$ cat config.mk
export PLATFORM = sky130hd
export DESIGN_NAME = playback_position_timer_core_flat
export DESIGN_NICKNAME = d
export VERILOG_FILES = /design/src/rtl/pptc_pkg.sv /design/src/rtl/pptc_chan_if.sv /design/src/rtl/playback_position_timer_core.sv /design/src/rtl/pptc_ctrl.sv /design/src/rtl/pptc_dp.sv /design/src/flat_wrapper.sv
export SDC_FILE = /design/constraint.sdc
export NUM_CORES = 1
export LEC_CHECK = 0
export BUFFER_PORTS_ARGS = -buffer_cell sky130_fd_sc_hd__buf_4
export CAP_MARGIN = 20
export CORE_MARGIN = 2
export CORE_UTILIZATION = 38
export CTS_CLUSTER_DIAMETER = 30
export DETAILED_ROUTE_END_ITERATION = 10
export HOLD_SLACK_MARGIN = 0.08
export PLACE_DENSITY = 0.58
export SLEW_MARGIN = 5
export SYNTH_ARGS = -nofsm -noshare
export SYNTH_HDL_FRONTEND = slang
export SYNTH_SLANG_ARGS = --single-unit
$ cat constraint.sdc
create_clock -name clk -period 1.7 [get_ports clk]
set_clock_uncertainty 0.2 [all_clocks]
set_input_delay 0.17 -clock clk [delete_from_list [all_inputs] [get_ports clk]]
set_output_delay 0.17 -clock clk [all_outputs]
set_load 0.02 [all_outputs]
$ cat src/rtl/pptc_pkg.sv
`timescale 1ns / 1ps
// ----------------------------------------------------------------------------
// Playback position timer package
// Shared item types, request and register codes, and controller/datapath
// command and status bundles.
// ----------------------------------------------------------------------------
package pptc_pkg;

  // Request codes carried by req_type.
  localparam logic [1:0] REQ_TICK = 2'd0;
  localparam logic [1:0] REQ_PLAY = 2'd1;
  localparam logic [1:0] REQ_STOP = 2'd2;
  localparam logic [1:0] REQ_SET  = 2'd3;

  // Configuration register indexes.
  localparam int CFG_IDX_W = 3;
  localparam logic [CFG_IDX_W-1:0] CFG_DURATION    = 3'd0;
  localparam logic [CFG_IDX_W-1:0] CFG_SPEED       = 3'd1;
  localparam logic [CFG_IDX_W-1:0] CFG_CYCLIC_MODE = 3'd2;
  localparam logic [CFG_IDX_W-1:0] CFG_AUTO_RESET  = 3'd3;
  localparam logic [CFG_IDX_W-1:0] CFG_AUTO_STOP   = 3'd4;

  // Arithmetic widths.
  localparam int POS_W    = 32;                 // position and duration
  localparam int SPEED_W  = 16;                 // signed 8.8
  localparam int SPEED_FB = 8;                  // speed fraction bits
  localparam int PROD_W   = POS_W + SPEED_W;    // full step product
  localparam int STEP_W   = PROD_W - SPEED_FB;  // step after dropping speed fraction
  localparam int SUM_W    = STEP_W + 1;         // position plus step, signed
  localparam int DIV_W    = STEP_W;             // wrap dividend magnitude
  localparam int DIV_CNT_W = $clog2(DIV_W + 1);
  localparam logic [SPEED_W-1:0] SPEED_RESET = 16'd256;

  typedef struct packed {
    logic [1:0]        req_type;
    logic signed [31:0] delta_time;
    logic [31:0]       new_position;
  } in_item_t;

  typedef struct packed {
    logic [31:0] position;
    logic        playing;
    logic        finished;
    logic [7:0]  cycle_count;
    logic        state_changed;
  } out_item_t;

  typedef struct packed {
    logic [CFG_IDX_W-1:0] index;
    logic [31:0]          value;
  } cfg_item_t;

  // Controller to datapath.
  typedef struct packed {
    logic load;      // capture the accepted input item
    logic mul;       // register delta_time * speed
    logic sum;       // register position + step
    logic div_load;  // seed the wrap divider
    logic div_step;  // one restoring division step
    logic commit;    // update state and the output register
  } dp_cmd_t;

  // Datapath to controller.
  typedef struct packed {
    logic need_div;  // playing tick lies past an end, cyclic mode, nonzero duration
    logic out_free;  // output register can take a result this cycle
  } dp_sts_t;

endpackage

$ cat src/rtl/pptc_chan_if.sv
`timescale 1ns / 1ps
// ----------------------------------------------------------------------------
// Valid/ready channel
// Generic item channel with a source and a sink side.
// ----------------------------------------------------------------------------
interface pptc_chan_if #(
  parameter type T = logic
) ();
  logic valid;
  logic ready;
  T     data;

  modport source(output valid, output data, input ready);
  modport sink(input valid, input data, output ready);
endinterface

$ cat src/rtl/playback_position_timer_core.sv
`timescale 1ns / 1ps
// ----------------------------------------------------------------------------
// Playback position timer core
// Looping playback position counter in unsigned 16.16 fixed point.
// ----------------------------------------------------------------------------
// One item is handled at a time. A play, stop or set request, a tick while
// stopped, and a tick that stays inside the clip or clamps at an end pass
// through capture, step multiply, position sum, end check and commit. Commit
// writes the result into the output register and waits while that register
// still holds an untaken result. A tick that runs past an end in cyclic mode
// also passes through the restoring divider, which computes the wrapped
// position and the wrap count one quotient bit per cycle. The next item is
// accepted in the cycle after the previous result has been committed, even
// while that result still waits to be taken. Configuration writes are always
// ready and take effect on the next cycle.
module playback_position_timer_core
  import pptc_pkg::*;
(
  input logic         clk,
  input logic         rst_n,
  pptc_chan_if.sink   in_if,
  pptc_chan_if.source out_if,
  pptc_chan_if.sink   cfg_if
);

  dp_cmd_t   cmd;
  dp_sts_t   sts;
  in_item_t  in_item;
  cfg_item_t cfg_item;
  out_item_t out_item;

  assign in_item     = in_if.data;
  assign cfg_item    = cfg_if.data;
  assign out_if.data = out_item;
  assign cfg_if.ready = 1'b1;

  pptc_ctrl u_ctrl (
    .clk      (clk),
    .rst_n    (rst_n),
    .in_valid (in_if.valid),
    .in_ready (in_if.ready),
    .sts      (sts),
    .cmd      (cmd)
  );

  pptc_dp u_dp (
    .clk       (clk),
    .rst_n     (rst_n),
    .in_data   (in_item),
    .cfg_valid (cfg_if.valid),
    .cfg_data  (cfg_item),
    .out_valid (out_if.valid),
    .out_ready (out_if.ready),
    .out_data  (out_item),
    .cmd       (cmd),
    .sts       (sts)
  );

endmodule

$ cat src/rtl/pptc_ctrl.sv
`timescale 1ns / 1ps
// ----------------------------------------------------------------------------
// Playback position timer controller
// Sequences one item through multiply, sum, end check, wrap divide and commit.
// ----------------------------------------------------------------------------
module pptc_ctrl
  import pptc_pkg::*;
(
  input  logic    clk,
  input  logic    rst_n,
  input  logic    in_valid,
  output logic    in_ready,
  input  dp_sts_t sts,
  output dp_cmd_t cmd
);

  localparam logic [2:0] ST_IDLE = 3'd0;
  localparam logic [2:0] ST_MUL  = 3'd1;
  localparam logic [2:0] ST_SUM  = 3'd2;
  localparam logic [2:0] ST_CHK  = 3'd3;
  localparam logic [2:0] ST_DIV  = 3'd4;
  localparam logic [2:0] ST_DONE = 3'd5;

  localparam logic [DIV_CNT_W-1:0] DIV_LAST = DIV_CNT_W'(DIV_W - 1);

  logic [2:0]           state_r, state_nxt;
  logic [DIV_CNT_W-1:0] cnt_r, cnt_nxt;

  always_comb begin
    state_nxt = state_r;
    cnt_nxt   = cnt_r;
    cmd       = '0;
    in_ready  = 1'b0;
    case (state_r)
      ST_IDLE: begin
        in_ready = 1'b1;
        if (in_valid) begin
          cmd.load  = 1'b1;
          state_nxt = ST_MUL;
        end
      end
      ST_MUL: begin
        cmd.mul   = 1'b1;
        state_nxt = ST_SUM;
      end
      ST_SUM: begin
        cmd.sum   = 1'b1;
        state_nxt = ST_CHK;
      end
      ST_CHK: begin
        if (sts.need_div) begin
          cmd.div_load = 1'b1;
          cnt_nxt      = '0;
          state_nxt    = ST_DIV;
        end else begin
          state_nxt = ST_DONE;
        end
      end
      ST_DIV: begin
        cmd.div_step = 1'b1;
        cnt_nxt      = cnt_r + 1'b1;
        if (cnt_r == DIV_LAST) begin
          state_nxt = ST_DONE;
        end
      end
      ST_DONE: begin
        // Hold the finished result until the output register frees up.
        if (sts.out_free) begin
          cmd.commit = 1'b1;
          state_nxt  = ST_IDLE;
        end
      end
      default: begin
        state_nxt = ST_IDLE;
      end
    endcase
  end

  always_ff @(posedge clk) begin
    if (!rst_n) begin
      state_r <= ST_IDLE;
      cnt_r   <= '0;
    end else begin
      state_r <= state_nxt;
      cnt_r   <= cnt_nxt;
    end
  end

endmodule

$ cat src/rtl/pptc_dp.sv
`timescale 1ns / 1ps
// ----------------------------------------------------------------------------
// Playback position timer datapath
// Configuration registers, position state, step multiplier, wrap divider and
// the output register.
// ----------------------------------------------------------------------------
module pptc_dp
  import pptc_pkg::*;
(
  input  logic      clk,
  input  logic      rst_n,
  input  in_item_t  in_data,
  input  logic      cfg_valid,
  input  cfg_item_t cfg_data,
  output logic      out_valid,
  input  logic      out_ready,
  output out_item_t out_data,
  input  dp_cmd_t   cmd,
  output dp_sts_t   sts
);

  // Configuration.
  logic [POS_W-1:0]          dur_r;
  logic signed [SPEED_W-1:0] speed_r;
  logic                      cyclic_r, auto_reset_r, auto_stop_r;

  // Architectural state.
  logic [POS_W-1:0] play_pos_r, play_pos_nxt;
  logic             playing_r, playing_nxt;

  // Working registers.
  in_item_t                  item_r;
  logic signed [PROD_W-1:0]  prod_r;
  logic signed [SUM_W-1:0]   pos_r;
  logic [DIV_W-1:0]          quo_r;
  logic [POS_W-1:0]          rem_r;

  // Output register.
  logic      out_valid_r;
  out_item_t out_r, out_nxt;

  logic signed [STEP_W-1:0] step;
  logic signed [SUM_W-1:0]  dur_s;
  logic                     past_end, before_start;
  logic [POS_W:0]           rem_sh;
  logic                     q_bit;
  logic                     q_big;
  logic [7:0]               k_fwd, k_bwd;

  assign dur_s        = $signed({{(SUM_W-POS_W){1'b0}}, dur_r});
  assign past_end     = pos_r > dur_s;
  assign before_start = pos_r[SUM_W-1];
  // The arithmetic shift floors toward minus infinity.
  assign step         = STEP_W'(prod_r >>> SPEED_FB);

  assign rem_sh = {rem_r, quo_r[DIV_W-1]};
  assign q_bit  = rem_sh >= {1'b0, dur_r};

  assign q_big = |quo_r[DIV_W-1:8];
  assign k_fwd = q_big ? 8'hFF : quo_r[7:0];
  assign k_bwd = (q_big || quo_r[7:0] == 8'hFF) ? 8'hFF : quo_r[7:0] + 8'd1;

  assign sts.need_div = (item_r.req_type == REQ_TICK) && playing_r && (dur_r != '0)
                        && cyclic_r && (past_end || before_start);
  assign sts.out_free = !out_valid_r || out_ready;

  assign out_valid = out_valid_r;
  assign out_data  = out_r;

  // Result of the current item; valid once the controller reaches commit.
  always_comb begin
    play_pos_nxt = play_pos_r;
    playing_nxt  = playing_r;
    out_nxt      = '0;
    case (item_r.req_type)
      REQ_PLAY: begin
        if (!playing_r && auto_reset_r) begin
          play_pos_nxt = '0;
        end
        playing_nxt           = 1'b1;
        out_nxt.state_changed = 1'b1;
      end
      REQ_STOP: begin
        playing_nxt           = 1'b0;
        out_nxt.state_changed = 1'b1;
      end
      REQ_SET: begin
        play_pos_nxt = (item_r.new_position < dur_r) ? item_r.new_position : dur_r;
      end
      REQ_TICK: begin
        if (playing_r) begin
          if (dur_r == '0) begin
            play_pos_nxt = '0;
            if (cyclic_r) begin
              out_nxt.cycle_count = 8'd1;
            end else begin
              out_nxt.finished = 1'b1;
              if (auto_stop_r) begin
                playing_nxt = 1'b0;
              end
            end
          end else if (past_end || before_start) begin
            if (cyclic_r) begin
              // Forward: position is remainder + 1. Backward: duration - 1 - remainder.
              if (past_end) begin
                play_pos_nxt        = rem_r + 1'b1;
                out_nxt.cycle_count = k_fwd;
              end else begin
                play_pos_nxt        = dur_r - rem_r - 1'b1;
                out_nxt.cycle_count = k_bwd;
              end
            end else begin
              play_pos_nxt     = past_end ? dur_r : '0;
              out_nxt.finished = 1'b1;
              if (auto_stop_r) begin
                playing_nxt = 1'b0;
              end
            end
          end else begin
            play_pos_nxt = pos_r[POS_W-1:0];
          end
        end
      end
      default: begin
        play_pos_nxt = play_pos_r;
      end
    endcase
    out_nxt.position = play_pos_nxt;
    out_nxt.playing  = playing_nxt;
  end

  // Control state and configuration.
  always_ff @(posedge clk) begin
    if (!rst_n) begin
      dur_r        <= '0;
      speed_r      <= SPEED_RESET;
      cyclic_r     <= 1'b0;
      auto_reset_r <= 1'b0;
      auto_stop_r  <= 1'b1;
      play_pos_r   <= '0;
      playing_r    <= 1'b0;
      out_valid_r  <= 1'b0;
    end else begin
      if (cfg_valid) begin
        case (cfg_data.index)
          CFG_DURATION:    dur_r        <= cfg_data.value;
          CFG_SPEED:       speed_r      <= cfg_data.value[SPEED_W-1:0];
          CFG_CYCLIC_MODE: cyclic_r     <= cfg_data.value[0];
          CFG_AUTO_RESET:  auto_reset_r <= cfg_data.value[0];
          CFG_AUTO_STOP:   auto_stop_r  <= cfg_data.value[0];
          default: begin
          end
        endcase
      end
      if (cmd.commit) begin
        play_pos_r  <= play_pos_nxt;
        playing_r   <= playing_nxt;
        out_valid_r <= 1'b1;
      end else if (out_ready) begin
        out_valid_r <= 1'b0;
      end
    end
  end

  // Payload registers.
  always_ff @(posedge clk) begin
    if (cmd.load) begin
      item_r <= in_data;
    end
    if (cmd.mul) begin
      prod_r <= item_r.delta_time * speed_r;
    end
    if (cmd.sum) begin
      pos_r <= $signed({{(SUM_W-POS_W){1'b0}}, play_pos_r}) + SUM_W'(step);
    end
    // Dividend is pos - 1 past the end and -pos - 1 (bitwise inverse) before start.
    if (cmd.div_load) begin
      quo_r <= past_end ? DIV_W'(pos_r - 1'b1) : DIV_W'(~pos_r);
      rem_r <= '0;
    end else if (cmd.div_step) begin
      quo_r <= {quo_r[DIV_W-2:0], q_bit};
      rem_r <= q_bit ? POS_W'(rem_sh - {1'b0, dur_r}) : rem_sh[POS_W-1:0];
    end
    if (cmd.commit) begin
      out_r <= out_nxt;
    end
  end

endmodule
$ cat src/flat_wrapper.sv
// flat-port wrapper written by rule: the top's interface ports become plain ports
module playback_position_timer_core_flat import pptc_pkg::*;
  (clk, rst_n, in_if_valid, in_if_data, in_if_ready, out_if_valid, out_if_data, out_if_ready, cfg_if_valid, cfg_if_data, cfg_if_ready);
  pptc_chan_if in_if_i ();
  pptc_chan_if out_if_i ();
  pptc_chan_if cfg_if_i ();
  input logic clk;
  input logic rst_n;
  input wire logic [$bits(in_if_i.valid)-1:0] in_if_valid;
  input wire logic [$bits(in_if_i.data)-1:0] in_if_data;
  output wire logic [$bits(in_if_i.ready)-1:0] in_if_ready;
  output wire logic [$bits(out_if_i.valid)-1:0] out_if_valid;
  output wire logic [$bits(out_if_i.data)-1:0] out_if_data;
  input wire logic [$bits(out_if_i.ready)-1:0] out_if_ready;
  input wire logic [$bits(cfg_if_i.valid)-1:0] cfg_if_valid;
  input wire logic [$bits(cfg_if_i.data)-1:0] cfg_if_data;
  output wire logic [$bits(cfg_if_i.ready)-1:0] cfg_if_ready;
  assign in_if_i.valid = in_if_valid;
  assign in_if_i.data = in_if_data;
  assign in_if_ready = in_if_i.ready;
  assign out_if_valid = out_if_i.valid;
  assign out_if_data = out_if_i.data;
  assign out_if_i.ready = out_if_ready;
  assign cfg_if_i.valid = cfg_if_valid;
  assign cfg_if_i.data = cfg_if_data;
  assign cfg_if_ready = cfg_if_i.ready;
  playback_position_timer_core u_core (.clk(clk), .rst_n(rst_n), .in_if(in_if_i), .out_if(out_if_i), .cfg_if(cfg_if_i));
endmodule
## Word-level counts from Yosys, hierarchy flattened

Index checks and enable logic that the tools add are counted.

| storage, ports and cells | value |
|---|---|
| latch bits | 0 |
| word-level logic and storage cells | 31 |
| ROM bits | 0 |
| bits in registers | 10 |
| output and inout port bits | 4 |
| memory bits (writable) | 0 |
| memories | 0 |
| input bits | 7 |

| operators by class | value |
|---|---|
| multiply operators | 0 |
| muxes and demuxes | 10 |
| div/mod/pow operators | 0 |
| shift operators | 0 |
| bitwise logic cells | 1 |
| order comparisons | 0 |
| add/subtract/negate cells | 1 |
| reduce and logical (&&, ||, !) cells | 7 |
| equality and inequality tests | 9 |

Operators by type and width:

| kind | number |
|---|---|
| $pmux W3 S6 | 1 |
| $mux W3 | 3 |
| $add A6 B1 Y6 const B | 1 |
| $eq A3 B2 Y1 const B | 2 |
| $eq A3 B3 Y1 const B | 2 |
| $eq A6 B6 Y1 const B | 1 |
| $mux W6 | 1 |
| $mux W1 | 5 |
| $ne A2 B2 Y1 const B | 2 |
| $reduce_bool A2 Y1 | 2 |
| $eq A3 B1 Y1 const B | 1 |
| $logic_not A3 Y1 | 1 |
| $reduce_and A3 Y1 | 1 |
| $ne A2 B1 Y1 const B | 1 |
| $reduce_and A2 Y1 | 1 |
| $logic_not A1 Y1 | 1 |
| $logic_or A1 B1 Y1 | 1 |
| $not A1 Y1 | 1 |

## Logic depth before layout (Yosys ltp)

| depth | value |
|---|---|
| word-level depth | 5 |
| gate-level depth with buffers | 4 |
| gate-level depth less buffers | 4 |

## Modules after synthesis

From an unflattened synthesis, not the netlist that was laid out.

| unflattened totals | value |
|---|---|
| cell total of the unflattened synthesis | 4,398 |
| area, all modules | 40,014.6 sq um |

By module, submodules not included:

| module | cells each | times used | area an instance (sq um) |
|---|---|---|---|
| pptc_dp | 4,334 | 1 | 39,482.9 |
| pptc_ctrl | 61 | 1 | 516.7 |
| playback_position_timer_core | 3 | 1 | 15.0 |

## Worst setup path after synthesis

OpenSTA, ideal clock, no wires.

| timing path | value |
|---|---|
| kind | register to register |
| start | register u_core.u_ctrl.state_r[0] |
| end | register u_core.u_ctrl.cnt_r[5] |
| library setup time | 0.072 ns |
| cell stages (with the launch flop) | 5 |
| arrival time | 1.161 ns |
| slack | 0.267 ns |
| required time | 1.428 ns |
| cells stage by stage | dfxtp_1 buf_6 nand4bb_4 or4_1 a21oi_1 |

| on the way | value |
|---|---|
| word-level cells in the longest chain between the ends | 3 |

Ends and longest elaborated chain:

| element | RTL line | source |
|---|---|---|
| start: declaration | pptc_ctrl.sv:26 | `logic [2:0] state_r, state_nxt;` |
| start signal: assignment | pptc_ctrl.sv:84 | `state_r <= state_nxt;` |
| $eq A3 B3 Y1 / $eq A3 B2 Y1 (equally long branches) | pptc_ctrl.sv:34 | `case (state_r)` |
| $reduce_bool A2 Y1 (no line) / $not A1 Y1 (equally long branches) | - |  |
| $reduce_and A2 Y1 (no line) (*) | - |  |
| end signal: assignment | pptc_ctrl.sv:85 | `cnt_r <= cnt_nxt;` |
| end: declaration | pptc_ctrl.sv:27 | `logic [DIV_CNT_W-1:0] cnt_r, cnt_nxt;` |

Mark *: on every way between the ends. The rest lies on a longest branch, timed or not.
A chain may end at the register's enable or synchronous reset.

## Final worst setup path

| timing path | value |
|---|---|
| start | input port out_if_ready |
| end | register u_core.u_dp.out_valid_r, in the netlist u_core.u_dp.out_valid |

| on the way | value |
|---|---|
| word-level cells in the longest chain between the ends | 4 |

Ends and longest elaborated chain:

| element | RTL line | source |
|---|---|---|
| start: declaration | flat_wrapper.sv:14 | `input wire logic [$bits(out_if_i.ready)-1:0] out_if_ready;` |
| $logic_or A1 B1 Y1 | pptc_dp.sv:65 | `assign sts.out_free = !out_valid_r \|\| out_ready;` |
| $mux W1 | pptc_ctrl.sv:68 | `if (sts.out_free) begin` |
| $mux W1 | pptc_ctrl.sv:34 |  |
| $mux W1 / $reduce_bool A2 Y1 (equally long branches) | - |  |
| end signal: assignment | pptc_dp.sv:142 | `out_valid_r <= 1'b0;` |
| end signal: assignment | pptc_dp.sv:158 | `out_valid_r <= 1'b1;` |
| end signal: assignment | pptc_dp.sv:160 | `out_valid_r <= 1'b0;` |
| end: declaration | pptc_dp.sv:39 | `logic out_valid_r;` |

Several ways; a longest one is shown, not always the timed one.

==> results.rst <==
.. list-table::
   :header-rows: 1

   * - Metric
     - Value
   * - Status
     - finished, final reports clean
   * - Total clock sinks
     - 10
   * - Clock tree from TritonCTS
     - built
   * - Area contributors post-synth
     - sky130_fd_sc_hd__dfxtp_1, sky130_fd_sc_hd__nand4bb_4, sky130_fd_sc_hd__xnor2_1
   * - Number of nets still failing antenna checks after routing
     - 0
   * - DP Wirelength
     - 596 microns
   * - Final wirelength
     - 931 microns
   * - Post-Syn Instances
     - 56
   * - DRC violations left
     - 0
   * - Yosys warnings
     - 0
   * - Data arrival time at the worst-slack endpoint
     - 1.65 ns
   * - Worst path cell trace
     - dlygate4sd3_1, buf_4, nand2b_4, a21oi_1, dlygate4sd3_1
   * - Effective utilization at floorplan
     - 0.397
   * - Post-synth EDFFs
     - 0
   * - Number of flip-flops and latches in the synthesized netlist
     - 10
   * - Die area
     - 1650 sq um
   * - Hold Path Stages
     - 4
   * - Startpoint of the most critical hold path
     - in_if_valid
   * - Biggest fanout along the worst timing path
     - 3
   * - Final-layout worst hold slack
     - 0.220 ns
   * - Number of cell instances on the worst register-to-register path
     - 4
   * - CP dominant cell by count
     - sky130_fd_sc_hd__dlygate4sd3_1
   * - Startpoint Class
     - input port
   * - Worst reg2reg startpoint
     - u_core.u_ctrl.state_r[0]$_SDFFE_PN0P_
   * - Peak Freq
     - 608 MHz
   * - Unique cell type count in the Yosys netlist
     - 29
   * - Number of nets in the layout
     - 76
   * - Die outline height
     - 40.7 microns
   * - Source-to-sink clock delay at the later pin of the worst-skew pair
     - 0.26 ns
   * - Share of the clock period used by the worst path
     - 0.968
   * - Maximum buffer depth of the clock tree
     - 2
   * - Total core area
     - 1280 sq um
   * - Share of synthesized area occupied by flip-flops and latches
     - 0.392
   * - First-pass iteration count of the detailed router
     - 4
   * - Highest-delay cell along the critical path
     - sky130_fd_sc_hd__dlygate4sd3_1
   * - Total I/O pin count
     - 11
   * - Largest net degree at the start of global routing
     - 11
   * - Worst reg2reg setup slack
     - 0.09 ns
   * - Max Slew Vio Count
     - 0
   * - Crit path from
     - out_if_ready
   * - Die width
     - 40.7 microns
   * - Number of CTS-inserted buffers
     - 3
   * - Worst setup EP type
     - register
   * - Maximum resistive drop on vdd
     - 0.405 mV
   * - Port-buffer cells
     - 5
   * - Count of max-cap constraint violations
     - 0
   * - Synth Area per Inst
     - 9.12 sq um
   * - Share of synthesized flip-flops with an asynchronous set or reset
     - 0
   * - Post CTS Setup Buffer Count
     - 0
   * - Global-route wire length before repair
     - 1390 microns
   * - Largest area contributor in the synthesized netlist
     - sky130_fd_sc_hd__dfxtp_1
   * - Path type of the worst min-delay path
     - input port to register
   * - Antenna diode count
     - 0
   * - Category of the critical setup timing path
     - input port to register
   * - Commonest cells after routing, fill and taps aside
     - sky130_fd_sc_hd__dfxtp_1, sky130_fd_sc_hd__buf_4, sky130_fd_sc_hd__a21oi_1, sky130_fd_sc_hd__dlygate4sd3_1
   * - Synth Cell Area
     - 510 sq um
   * - Cell leakage power
     - 0.224 nW
   * - DRC violation total after the first TritonRoute iteration
     - 1
   * - Total GRT Usage
     - 0.139
   * - Avg Vias per Cell
     - 5.02
   * - Final-layout setup total negative slack
     - 0 ns
   * - Placer's final routability congestion estimate
     - 0.693
   * - Clock H-tree levels
     - 1
   * - Overflow left after global routing
     - 0
   * - Syn_nets
     - 64
   * - Detailed-route via count
     - 407
   * - Share of final-layout standard cells stronger than drive strength 1
     - 0.197
   * - Fin crit period
     - 1.65 ns
   * - Number of antenna violations at the first check in global routing
     - 0
   * - Setup violators final
     - 0
   * - Clk slew on worst S/H paths
     - 0.06 ns
   * - Required time of the worst setup path
     - 1.70 ns
   * - Cell chosen for the clock root
     - sky130_fd_sc_hd__clkbuf_4
   * - Synth-to-layout area growth
     - 22.5%
   * - Commonest register cell after synthesis
     - sky130_fd_sc_hd__dfxtp_1
   * - Via count of the first global-routing pass
     - 328
   * - Proportion of netlist area held by the largest area contributor
     - 0.392
   * - Total power density per cell area
     - 874 nW/um^2
   * - Leading cell type in the layout, fill and taps excluded
     - sky130_fd_sc_hd__dfxtp_1
   * - Setup repair after global routing missed its margin
     - no
   * - Largest incremental delay on the critical path
     - 0.55 ns
   * - Final hold violations
     - 0
   * - Routed length per placed instance
     - 11.5 microns
   * - Number of placement rows
     - 13
-- power breakdown --
part	leakage, nW	switching [W]	internal [W]	total (W)
Clock	0.0138	0.0000722	0.0000813	0.000154
Sequential	0.0810	0.0000270	0.000248	0.000275
Combinational	0.130	0.0000499	0.0000681	0.000118
-- final timing paths --
check / end
max: u_core.u_dp.out_valid$_SDFFE_PN0P_
min: u_core.u_ctrl.state_r[0]$_SDFFE_PN0P_
max reg2reg: u_core.u_dp.out_valid$_SDFFE_PN0P_
min reg2reg: u_core.u_ctrl.cnt_r[5]$_SDFFE_PN0P_
-- sequential cells by signal (all words and copies together) (netlist names) --
name	flops
u_core.u_ctrl.cnt_r	6
u_core.u_ctrl.state_r	3
u_core.u_dp.out_valid	1
-- logic make-up (layout without fill, tap and decap cells) --
logic type / after synthesis / in the layout / share of synthesized area
compound gates: 11 / 11 / 0.132
other cells: 2 / 2 / 0.0147
flops: 10 / 10 / 0.392
xor+xnor: 3 / 3 / 0.0515
mux: 1 / 1 / 0.0196
simple gates: 22 / 22 / 0.289
buf+inv: 6 / 16 / 0.0759
fa+ha+maj: 1 / 1 / 0.0245
-- critical path: cells and delay by family --
family | cells | cell delay [ns]
AOI/OAI and AO/OA | 1 | 0.13
buffers and inverters | 3 | 1.21
and+or+nand+nor | 1 | 0.14
-- per-stage QoR --
stage / total power [W] / setup WS, ns / std cells / area, sq um / utilization
3_3_place_gp: 0.000386 / 0.213 / 73 / 543 / 0.423
6_report: 0.000547 / 0.0541 / 81 / 626 / 0.487
3_5_place_dp: 0.000387 / 0.200 / 73 / 543 / 0.423
4_1_cts: 0.000553 / 0.0385 / 81 / 616 / 0.479
2_1_floorplan: 0.000366 / 0.267 / 56 / 510 / -
5_1_grt: 0.000583 / 0.0159 / 81 / 626 / 0.487
-- area by class of cell --
type / count / area (sq um)
Multi-Input combinational cell: 40 / 282
Inverter: 2 / 7.51
Clock buffer: 3 / 22.5
Tap cell: 15 / 18.8
Fill cell: 133 / 659
Timing Repair Buffer: 11 / 95.1
Sequential cell: 10 / 200
-- repair_timing --
action	4_1_cts	5_1_grt
endpoints found under the hold margin	5	0
resized for setup	0	2
endpoints found under the setup margin	0	1
hold buffers	5	0
-- Yosys cell counts (2+ instances only) --
cell type and n:
sky130_fd_sc_hd__a21oi_1 5, sky130_fd_sc_hd__conb_1 2, sky130_fd_sc_hd__nor2_1 4, sky130_fd_sc_hd__buf_4 2
sky130_fd_sc_hd__or3_1 2, sky130_fd_sc_hd__o21ai_0 2, sky130_fd_sc_hd__nor3_1 3, sky130_fd_sc_hd__dfxtp_1 10
sky130_fd_sc_hd__nand2_1 4, sky130_fd_sc_hd__xnor2_1 3
-- metal layers --
metal,track usage,vias up,routed length [microns]
met5,0,-,0
met4,0.0750,0,13
met3,0.0815,2,49
met2,0.190,10,412
met1,0.168,182,455
li1,-,213,-
(Power assumes the default switching activity.)
